File: src/hw/rtl/b64e_pkg.sv
// Package for the Base64 stream encoder.
// Holds the payload structs, group phase codes, job record and alphabet lookup.
// No dependencies.
package b64e_pkg;

  // Input beat: one raw message byte and its end-of-message flag
  typedef struct packed {
    logic [7:0] data_byte;
    logic       last_byte;
  } b64e_in_t;

  // Output beat: one ASCII character and its end-of-message flag
  typedef struct packed {
    logic [6:0] char_code;
    logic       last_char;
  } b64e_out_t;

  // Position within the three-byte group
  typedef enum logic [1:0] {
    PhStart = 2'd0,
    PhOne   = 2'd1,
    PhTwo   = 2'd2
  } b64e_phase_e;

  // Characters one input byte produces (one to four)
  localparam int unsigned MaxChars = 4;
  localparam int unsigned CharIdxW = $clog2(MaxChars);

  // Depth of the job queue between front and back
  localparam int unsigned JobDepth = 4;
  localparam int unsigned JobPtrW  = $clog2(JobDepth);
  localparam int unsigned JobCntW  = JobPtrW + 1;

  localparam logic [6:0] PadChar = 7'd61;  // '='

  // One job: the characters of one byte, the index of the final one, end flag
  typedef struct packed {
    logic [MaxChars-1:0][6:0] chars;
    logic [CharIdxW-1:0]      n_last;
    logic                     last;
  } b64e_job_t;

  // Standard alphabet, first character in the top byte
  localparam logic [511:0] Alphabet =
    "ABCDEFGHIJKLMNOPQRSTUVWXYZabcdefghijklmnopqrstuvwxyz0123456789+/";

  // Map a 6-bit group to its ASCII character
  function automatic logic [6:0] enc6(input logic [5:0] v);
    logic [8:0] base;
    base = {~v, 3'b000};
    return Alphabet[base +: 7];
  endfunction

endpackage

File: src/hw/rtl/b64e_front.sv
// Front end of the Base64 encoder: accepts bytes and builds character jobs.
// Keeps group phase and leftover bits. Depends on b64e_pkg.
module b64e_front (
  input  logic                clk_i,
  input  logic                rst_ni,
  input  logic                push,
  output logic                full,
  input  b64e_pkg::b64e_in_t  in_i,
  input  logic                job_full_i,
  output logic                job_wr_o,
  output b64e_pkg::b64e_job_t job_o
);
  import b64e_pkg::*;

  b64e_phase_e phase_q, phase_d;
  logic [3:0]  lo_q, lo_d;
  logic        fin;
  logic [7:0]  b;

  assign full     = job_full_i;
  assign job_wr_o = push && !job_full_i;
  assign b        = in_i.data_byte;
  assign fin      = in_i.last_byte;

  // Classify the byte by group phase and build its characters
  always_comb begin
    job_o.chars  = {MaxChars{PadChar}};
    job_o.n_last = '0;
    job_o.last   = fin;
    phase_d      = phase_q;
    lo_d         = lo_q;
    unique case (phase_q)
      PhOne: begin
        job_o.chars[0] = enc6({lo_q[1:0], b[7:4]});
        lo_d    = b[3:0];
        phase_d = PhTwo;
        if (fin) begin
          job_o.chars[1] = enc6({b[3:0], 2'b00});
          job_o.n_last   = CharIdxW'(2);
        end
      end
      PhTwo: begin
        job_o.chars[0] = enc6({lo_q, b[7:6]});
        job_o.chars[1] = enc6(b[5:0]);
        job_o.n_last   = CharIdxW'(1);
        lo_d    = '0;
        phase_d = PhStart;
      end
      default: begin
        // start of group; the unused phase code behaves the same
        job_o.chars[0] = enc6(b[7:2]);
        lo_d    = {2'b00, b[1:0]};
        phase_d = PhOne;
        if (fin) begin
          job_o.chars[1] = enc6({b[1:0], 4'b0000});
          job_o.n_last   = CharIdxW'(3);
        end
      end
    endcase
    if (fin) begin
      phase_d = PhStart;
      lo_d    = '0;
    end
  end

  // Group state, advanced on each accepted beat
  always_ff @(posedge clk_i or negedge rst_ni) begin
    if (!rst_ni) begin
      phase_q <= PhStart;
      lo_q    <= '0;
    end else if (job_wr_o) begin
      phase_q <= phase_d;
      lo_q    <= lo_d;
    end
  end

endmodule

File: src/hw/rtl/b64e_job_fifo.sv
// Short job queue between the encoder front and back ends.
// Small register array with read and write pointers. Depends on b64e_pkg.
module b64e_job_fifo (
  input  logic                clk_i,
  input  logic                rst_ni,
  input  logic                wr_i,
  input  b64e_pkg::b64e_job_t wdata_i,
  output logic                full_o,
  input  logic                rd_i,
  output b64e_pkg::b64e_job_t rdata_o,
  output logic                empty_o
);
  import b64e_pkg::*;

  b64e_job_t          mem_q [JobDepth];
  logic [JobPtrW-1:0] wr_ptr_q, wr_ptr_d;
  logic [JobPtrW-1:0] rd_ptr_q, rd_ptr_d;
  logic [JobCntW-1:0] cnt_q, cnt_d;

  assign full_o  = (cnt_q == JobCntW'(JobDepth));
  assign empty_o = (cnt_q == '0);
  assign rdata_o = mem_q[rd_ptr_q];

  // Pointer and fill count update
  always_comb begin
    wr_ptr_d = wr_ptr_q;
    rd_ptr_d = rd_ptr_q;
    cnt_d    = cnt_q;
    if (wr_i) begin
      wr_ptr_d = (wr_ptr_q == JobPtrW'(JobDepth - 1)) ? '0 : wr_ptr_q + 1'b1;
    end
    if (rd_i) begin
      rd_ptr_d = (rd_ptr_q == JobPtrW'(JobDepth - 1)) ? '0 : rd_ptr_q + 1'b1;
    end
    if (wr_i && !rd_i) begin
      cnt_d = cnt_q + 1'b1;
    end else if (rd_i && !wr_i) begin
      cnt_d = cnt_q - 1'b1;
    end
  end

  always_ff @(posedge clk_i or negedge rst_ni) begin
    if (!rst_ni) begin
      wr_ptr_q <= '0;
      rd_ptr_q <= '0;
      cnt_q    <= '0;
    end else begin
      wr_ptr_q <= wr_ptr_d;
      rd_ptr_q <= rd_ptr_d;
      cnt_q    <= cnt_d;
    end
  end

  // Storage
  always_ff @(posedge clk_i) begin
    if (wr_i) begin
      mem_q[wr_ptr_q] <= wdata_i;
    end
  end

  // Checks
  a_no_overflow: assert property (@(posedge clk_i) disable iff (!rst_ni)
    !(wr_i && full_o))
    else $error("job queue written while full");

  a_no_underflow: assert property (@(posedge clk_i) disable iff (!rst_ni)
    !(rd_i && empty_o))
    else $error("job queue read while empty");

  a_cnt_bound: assert property (@(posedge clk_i) disable iff (!rst_ni)
    cnt_q <= JobCntW'(JobDepth))
    else $error("job queue count beyond depth");

endmodule

File: src/hw/rtl/b64e_back.sv
// Back end of the Base64 encoder: serialises queued jobs one character per cycle
// while the output is popped or empty. Owns the output register. Depends on b64e_pkg.
module b64e_back (
  input  logic                clk_i,
  input  logic                rst_ni,
  input  b64e_pkg::b64e_job_t job_i,
  input  logic                job_empty_i,
  output logic                job_rd_o,
  output logic                empty,
  input  logic                pop,
  output b64e_pkg::b64e_out_t out_o
);
  import b64e_pkg::*;

  logic [CharIdxW-1:0] idx_q, idx_d;
  logic                out_vld_q, out_vld_d;
  b64e_out_t           out_q, out_d;
  logic                load;
  logic                at_end;

  assign at_end   = (idx_q == job_i.n_last);
  assign load     = (!out_vld_q || pop) && !job_empty_i;
  assign job_rd_o = load && at_end;
  assign empty    = !out_vld_q;
  assign out_o    = out_q;

  // Next character, index and output valid
  always_comb begin
    idx_d     = idx_q;
    out_d     = out_q;
    out_vld_d = out_vld_q;
    if (pop && out_vld_q) begin
      out_vld_d = 1'b0;
    end
    if (load) begin
      out_d.char_code = job_i.chars[idx_q];
      out_d.last_char = job_i.last && at_end;
      out_vld_d       = 1'b1;
      idx_d           = at_end ? '0 : idx_q + 1'b1;
    end
  end

  always_ff @(posedge clk_i or negedge rst_ni) begin
    if (!rst_ni) begin
      idx_q     <= '0;
      out_vld_q <= 1'b0;
    end else begin
      idx_q     <= idx_d;
      out_vld_q <= out_vld_d;
    end
  end

  // Output payload register
  always_ff @(posedge clk_i) begin
    out_q <= out_d;
  end

  // Checks
  a_idx_in_job: assert property (@(posedge clk_i) disable iff (!rst_ni)
    !job_empty_i |-> idx_q <= job_i.n_last)
    else $error("character index beyond job length");

  a_idx_wrap: assert property (@(posedge clk_i) disable iff (!rst_ni)
    job_rd_o |=> idx_q == '0)
    else $error("index not cleared after job retired");

endmodule

File: src/hw/rtl/base64_stream_encoder_unit.sv
// Base64 stream encoder: one byte in per beat, one to four characters out.
// A character passes through the job queue and then the output register to out_o.
// One character per cycle leaves the single output register while pop is high and
// a job is queued; bytes enter every cycle while the four-entry job queue has room.
// Reset clears phase, queue and output valid.
// Top level; depends on b64e_pkg, b64e_front, b64e_job_fifo, b64e_back.
module base64_stream_encoder_unit (
  input  logic                clk_i,
  input  logic                rst_ni,
  input  logic                push,
  output logic                full,
  input  b64e_pkg::b64e_in_t  in_i,
  output logic                empty,
  input  logic                pop,
  output b64e_pkg::b64e_out_t out_o
);
  import b64e_pkg::*;

  b64e_job_t wjob, rjob;
  logic      job_wr, job_rd, job_full, job_empty;

  // Front: accept and classify bytes
  b64e_front u_front (
    .clk_i      (clk_i),
    .rst_ni     (rst_ni),
    .push       (push),
    .full       (full),
    .in_i       (in_i),
    .job_full_i (job_full),
    .job_wr_o   (job_wr),
    .job_o      (wjob)
  );

  // Queue between the two halves
  b64e_job_fifo u_fifo (
    .clk_i   (clk_i),
    .rst_ni  (rst_ni),
    .wr_i    (job_wr),
    .wdata_i (wjob),
    .full_o  (job_full),
    .rd_i    (job_rd),
    .rdata_o (rjob),
    .empty_o (job_empty)
  );

  // Back: emit characters
  b64e_back u_back (
    .clk_i       (clk_i),
    .rst_ni      (rst_ni),
    .job_i       (rjob),
    .job_empty_i (job_empty),
    .job_rd_o    (job_rd),
    .empty       (empty),
    .pop         (pop),
    .out_o       (out_o)
  );

endmodule
File: config.mk
export PLATFORM = sky130hd
export DESIGN_NAME = base64_stream_encoder_unit
export DESIGN_NICKNAME = d
export VERILOG_FILES = /design/src/hw/rtl/b64e_pkg.sv /design/src/hw/rtl/b64e_front.sv /design/src/hw/rtl/b64e_job_fifo.sv /design/src/hw/rtl/b64e_back.sv /design/src/hw/rtl/base64_stream_encoder_unit.sv
export SDC_FILE = /design/constraint.sdc
export NUM_CORES = 1
export LEC_CHECK = 0
export ABC_AREA = 0
export ABC_CLOCK_PERIOD_IN_PS = 5000
export BUFFER_PORTS_ARGS = -buffer_cell sky130_fd_sc_hd__buf_2
export CORE_MARGIN = 4
export CORE_UTILIZATION = 40
export DETAILED_ROUTE_END_ITERATION = 8
export HOLD_SLACK_MARGIN = 0.05
export PLACE_DENSITY_LB_ADDON = 0.2
export SYNTH_ARGS = -nofsm -noshare
export SYNTH_HDL_FRONTEND = slang
export SYNTH_HIERARCHICAL = 1
export SYNTH_SLANG_ARGS = --single-unit
export TNS_END_PERCENT = 100
File: constraint.sdc
create_clock -name clk_i -period 5 [get_ports clk_i]
set_clock_uncertainty 0.05 [all_clocks]
set_input_delay 0.5 -clock clk_i [delete_from_list [all_inputs] [get_ports clk_i]]
set_output_delay 0.5 -clock clk_i [all_outputs]
set_load 0.01 [all_outputs]
== After elaboration in Yosys (flattened, before gate mapping) ==
Memories as Yosys holds them, arrays and structs flattened.
Index checks and enable logic that the tools add are counted.

* Memories: 1
* Logic and storage cells: 70
* RAM bits: 68
* Bits in registers: 24

{| class="wikitable"
|+ Memory list
! name !! words !! bits a word !! rd ports !! clocked after memory_dff !! write ports !! RTL line !! source
|-
| u_fifo.mem_q || 4 || 17 || 1 || 0 || 1 || b64e_job_fifo.sv:15 || <nowiki>b64e_job_t mem_q [JobDepth];</nowiki>
|}

* Shifts and indexed selects: 6
* Equality and inequality tests: 6
* Bitwise logic cells: 6
* Add/sub/neg operators: 5
* $lt $le $gt $ge: 1
* Reduce and logical (&&, ||, !) cells: 16
* Muxes and demuxes: 20

{| class="wikitable"
|+ Operator list
! kind !! number
|-
| variable part select 512 x 10 -> 7 bit, first input constant || 6
|-
| NOT 6 bit || 6
|-
| case mux 16 bit (2 select lines) || 1
|-
| 2-to-1 mux 7 bit || 3
|-
| binary-select mux 7 bit (select 2 bit) || 1
|-
| 2-to-1 mux 2 bit || 6
|-
| case mux 4 bit (2 select lines) || 1
|-
| logical AND 1 bit || 7
|-
| adder 2 x 1 -> 2 bit, second input constant || 3
|-
| == test 2 bit, second input constant || 3
|-
| 2-to-1 mux 3 bit || 2
|-
| logical NOT 1 bit || 5
|-
| 2-to-1 mux 1 bit || 4
|-
| 2-to-1 mux 4 bit || 1
|-
| case mux 2 bit (2 select lines) || 1
|-
| nonzero test 2 bit || 2
|-
| adder 3 x 1 -> 3 bit, second input constant || 1
|-
| == test 3 bit, second input constant || 1
|-
| logical NOT 3 bit || 1
|-
| less-than comparator 2 x 3 -> 1 bit, second input constant || 1
|-
| subtractor 3 x 1 -> 3 bit, second input constant || 1
|-
| == test 2 x 1 -> 1 bit, second input constant || 1
|-
| == test 2 bit || 1
|-
| logical OR 1 bit || 1
|}

== Depth between registers and ports, before layout ==
* Word-level depth: 7
* Gate-level depth with buffers: 12
* Mapped depth without buffers: 11

== Hierarchy ==
Netlist, hierarchy kept.

{| class="wikitable"
|+ By module, submodules not included
! module !! area an instance (um^2) !! instances !! seq. area each (um^2) !! cells each
|-
| b64e_job_fifo || 4931.0 || 1 || 3898.7 || 199
|-
| b64e_front || 1589.0 || 1 || 150.1 || 228
|-
| b64e_back || 601.8 || 1 || 315.3 || 38
|}

== Least setup slack after synthesis ==
No wires, ideal clock.

* Path type: register -> register
* Start point: reg u_fifo.rd_ptr_q[0]
* End point: reg u_fifo.cnt_q[1]
* Period minus slack after synthesis: 2.899 ns
* Slack: 2.101 ns
* Stages on the path, launching flop included: 11
* Setup time: 0.125 ns
* Path buffers: 2
* Data required time: 4.825 ns
* Data arrival time: 2.725 ns
* Path through: dfrtp_1 -> buf_6 -> buf_12 -> mux4_2 -> xor2_1 -> nor4_1 -> inv_1 -> ha_1 -> inv_1 -> fa_1 -> mux2_2

{| class="wikitable"
|+ RTL lines
! element !! RTL line !! source
|-
| start: declaration || b64e_job_fifo.sv:17 || <nowiki>logic [JobPtrW-1:0] rd_ptr_q, rd_ptr_d;</nowiki>
|-
| start signal: assignment || b64e_job_fifo.sv:49 || <nowiki>rd_ptr_q <= rd_ptr_d;</nowiki>
|-
| end signal: assignment || b64e_job_fifo.sv:50 || <nowiki>cnt_q <= cnt_d;</nowiki>
|-
| end: declaration || b64e_job_fifo.sv:18 || <nowiki>logic [JobCntW-1:0] cnt_q, cnt_d;</nowiki>
|}

==> impl_metrics.py <==
metrics = {
    "run_status": {
        "status": "completed",
    },
    "clock_network": {
        "ctsResizeCount": 0,
        "cts_buffer_depth": 2,
        "ctsRootBufferMaster": "clkbuf_16",
        "htreeDepth": 4,
        "cts.clk_slew.worst_paths_ns": 0.06,
        "cts_buffers": 17,
        "cts_tree": "built",
        "cts_num_sinks": 148,
        "clock_latency_ns": 0.42,
    },
    "setup_path": {
        "crit_path_max_incr_delay_ns": 0.66,
        "crit_slowest_cell": "ha_1",
        "arrival_ns": 3.36,
        "r2r_slack_ns": 1.73,
        "worstSetupPathDepth": 9,
        "crit_chain": "inv_1 -> ha_1 -> o31ai_1 -> inv_1 -> ha_1 -> nor2_1 -> nor2_1 -> or3_1 -> o211a_1",
        "crit_path_start": "u_front/phase_q[0]",
        "crit_family": "adder cells",
        "endpoint": "u_fifo/mem_q[1][4]",
        "crit_required_ns": 5.09,
        "r2r-start": "u_front/phase_q[0]",
        "crit_path_start_kind": "flop",
        "endpoint_kind": "flop",
        "r2r_cells": 9,
        "cp_max_fo": 24,
        "worstSetupPathType": "flop to flop",
        "r2r-end": "u_fifo/mem_q[1][4]",
        "path_buf_inv": 2,
    },
    "timing": {
        "period_minus_slack_ns": 3.27,
        "max_slew_margin_pct": 30.1,
        "max_freq_ghz": 0.306,
        "hold_viol_final": 0,
        "rsz0062_at_grt": "false",
        "period_share_pct": 65.3,
        "finalWorstSetupSlack_ns": 1.73,
        "setup_tns_ns": 0,
        "setup_viol": 0,
        "hold_slack_ns": 0.380,
        "slew_violations": 0,
        "worst_pin_slew_ns": 1.04,
    },
    "detailed_routing": {
        "via_per_inst": 5.34,
        "ant_nets": 0,
        "drt_iter0_drc": 292,
        "vias": 3856,
        "routed_wl_um": 13200,
        "first_pass_iters": 5,
        "wl_per_cell_um": 18.3,
        "drc": 0,
    },
    "grt": {
        "overflow": 0,
        "grt_pass1_wl_um": 21600,
        "grt_pass1_vias": 3880,
        "grt_max_degree": 34,
        "track_usage_pct": 14.1,
        "antenna_found_initial": 0,
    },
    "pwr": {
        "seqPwrFrac_pct": 38.8,
        "intPower_w": 0.00348,
        "p_comb_share_pct": 38.9,
        "switching_share_pct": 34.6,
        "p_sw_w": 0.00184,
        "vdd_drop_max_mv": 0.343,
        "p_leak_nw": 2.76,
        "power_frac_clock_pct": 22.3,
        "p_total_w": 0.00532,
        "power.density_nw_per_um2": 678,
    },
    "placed_design": {
        "io_buffers": 22,
        "place_ws_ns": 1.81,
        "placed_area_um2": 7280,
        "gp_congestion": 0.825,
        "hpwlAfterDp_um": 8400,
    },
    "die": {
        "rows": 48,
        "dieHeight_um": 141,
        "num_io_pins": 23,
        "core_um2": 17400,
        "initial_core_util_pct": 41.0,
        "die_x_um": 141,
        "die_area_um2": 20000,
    },
    "synthesis": {
        "synth_cells": 465,
        "synth_area_um2": 7120,
        "ys_seq_area_share_pct": 61.3,
        "yosys_warnings": 6,
        "synthArstFlopShare_pct": 10.8,
        "synth_cell_types": 55,
        "synthFlopType": "edfxtp_1",
        "synth_edf_count": 132,
        "synth.avg_cell_area_um2": 15.3,
        "synth.ff_latch_count": 148,
    },
    "finish": {
        "area_growth_pct": 10.2,
        "antenna_cells": 0,
        "drive_gt1_share_pct": 21.9,
        "num-fill-cells": 1522,
        "final_area_um2": 7850,
        "fin_nets": 516,
    },
    "hold_path": {
        "hp-class": "input port to flop",
    },
    "run": {
        "max_cap_viol_count": 0,
    },
}
-- placed cells by master (no fill, tap or decap), types with 4 or more instances in the layout --
cell	n
ha_1	18
inv_1	21
nor3_1	8
mux2_2	4
nand2b_1	4
nand2_1	32
clkinvlp_4	5
o22ai_1	5
buf_4	6
o21ai_0	27
xor2_1	4
conb_1	14
mux4_2	36
and2_1	5
nor2_1	17
nand3_1	4
nor2b_1	16
a21oi_1	17
nor3b_1	6
clkbuf_16	17
dfrtp_1	15
buf_2	22
edfxtp_1	132
-- worst register-to-register path, cell delays in order (launching register included) --
cell and delay [ns]:
dfrtp_1 0.35, inv_1 0.06, ha_1 0.66, o31ai_1 0.62
inv_1 0.23, ha_1 0.27, nor2_1 0.19, nor2_1 0.06
or3_1 0.35, o211a_1 0.17
-- worst min path at each step --
stage | startpoint | to | depth (start not counted)
global placement | rst_ni | u_fifo/cnt_q[0] | 1
detailed placement | rst_ni | u_fifo/cnt_q[2] | 1
finish | in_i[1] | u_front/lo_q[0] | 3
CTS | in_i[1] | u_front/lo_q[0] | 3
floorplan | rst_ni | u_back/idx_q[0] | 0
global route | in_i[1] | u_front/lo_q[0] | 3
-- layer usage --
layer  vias to the layer above  share of wire [%]  global-route usage [%]  wire (um)
met2                       112                 49                    22.3       6520
met5                         -                  0                       0          0
met4                         0               0.87                    4.44        115
li1                       1791                  -                       -          -
met3                         8                4.4                    3.24        586
met1                      1945                 45                    19.5       6000
-- timing repair --
| item | in CTS | in global routing |
|---|---|---|
| buffers inserted | 0 | 0 |
| hold buffers | 1 | 0 |
| hold endpoints to repair | 16 | 0 |
| setup endpoints to repair | 0 | 0 |
-- registers in the layout, indices dropped and copies added, names as in the netlist --
name,count
u_front/phase_q,2
u_back/idx_q,2
u_fifo/wr_ptr_q,2
u_fifo/cnt_q,3
u_front/lo_q,4
u_back/out_vld_q,1
u_fifo/rd_ptr_q,2
u_back/out_o,8
u_fifo/mem_q,124
-- cells by family (layout without fill, tap and decap cells) --
family / Yosys count / in the layout / synth area share, %
buffers and inverters: 62 / 82 / 5.67
adders and majority gates: 19 / 19 / 3.44
AOI/OAI and AO/OA: 81 / 81 / 7.77
and+or+nand+nor: 100 / 100 / 7.33
other: 2 / 14 / 0.105
DFF: 148 / 148 / 61.3
xor gates and xnor gates: 7 / 7 / 0.861
muxes: 46 / 46 / 13.5
-- stage by stage --
step | utilization [%] | instances
finish | 45.2 | 722
global route | 45.2 | 722
CTS | 45.2 | 722
detailed placement | 41.9 | 689
global placement | 41.9 | 689
floorplan | - | 477
-- final cells by class --
class,count,area [um^2],share of cell area [%]
clock buffers,18,429,5.47
clock inverters,14,129,1.64
inverters,21,78.8,1.00
flip-flops and latches,148,4370,55.6
multi-input cells,267,2400,30.6
well taps,225,282,3.59
repair buffers,29,165,2.10
-- synthesized netlist by cell type (3+ instances only) --
cell type / number / share of area [%]
mux4_2: 36 / 11
o31ai_4: 3 / 0.90
and2_1: 5 / 0.44
o21ai_0: 27 / 1.9
nor2_1: 17 / 0.90
mux4_1: 3 / 1.1
xnor2_1: 3 / 0.37
buf_12: 3 / 0.84
inv_1: 21 / 1.1
nand3_1: 4 / 0.28
a21oi_1: 17 / 1.2
o22ai_1: 5 / 0.44
buf_4: 16 / 1.7
mux2i_1: 3 / 0.42
o31ai_1: 3 / 0.32
nor3_1: 8 / 0.56
nand2_4: 3 / 0.47
clkbuf_1: 6 / 0.32
dfrtp_1: 16 / 5.6
buf_6: 7 / 1.1
nand2b_1: 4 / 0.35
o21ai_1: 3 / 0.21
xor2_1: 4 / 0.49
edfxtp_1: 132 / 56
o211a_1: 3 / 0.42
ha_1: 18 / 3.2
nor2b_1: 16 / 1.4
mux2_2: 4 / 0.63
nor3b_1: 6 / 0.63
nand2_1: 32 / 1.7
buf_2: 8 / 0.56
-- power groups by stage --
stage                     sequential [W]  clock [W]  combinational (W)
after floorplan                  0.00204          0            0.00172
after global placement           0.00208          0            0.00204
after detailed placement         0.00210          0            0.00208
after CTS                        0.00207    0.00122            0.00209
after global routing             0.00211    0.00128            0.00228
final                            0.00207    0.00119            0.00207
Note: power is estimated with default switching activity, not from simulation.
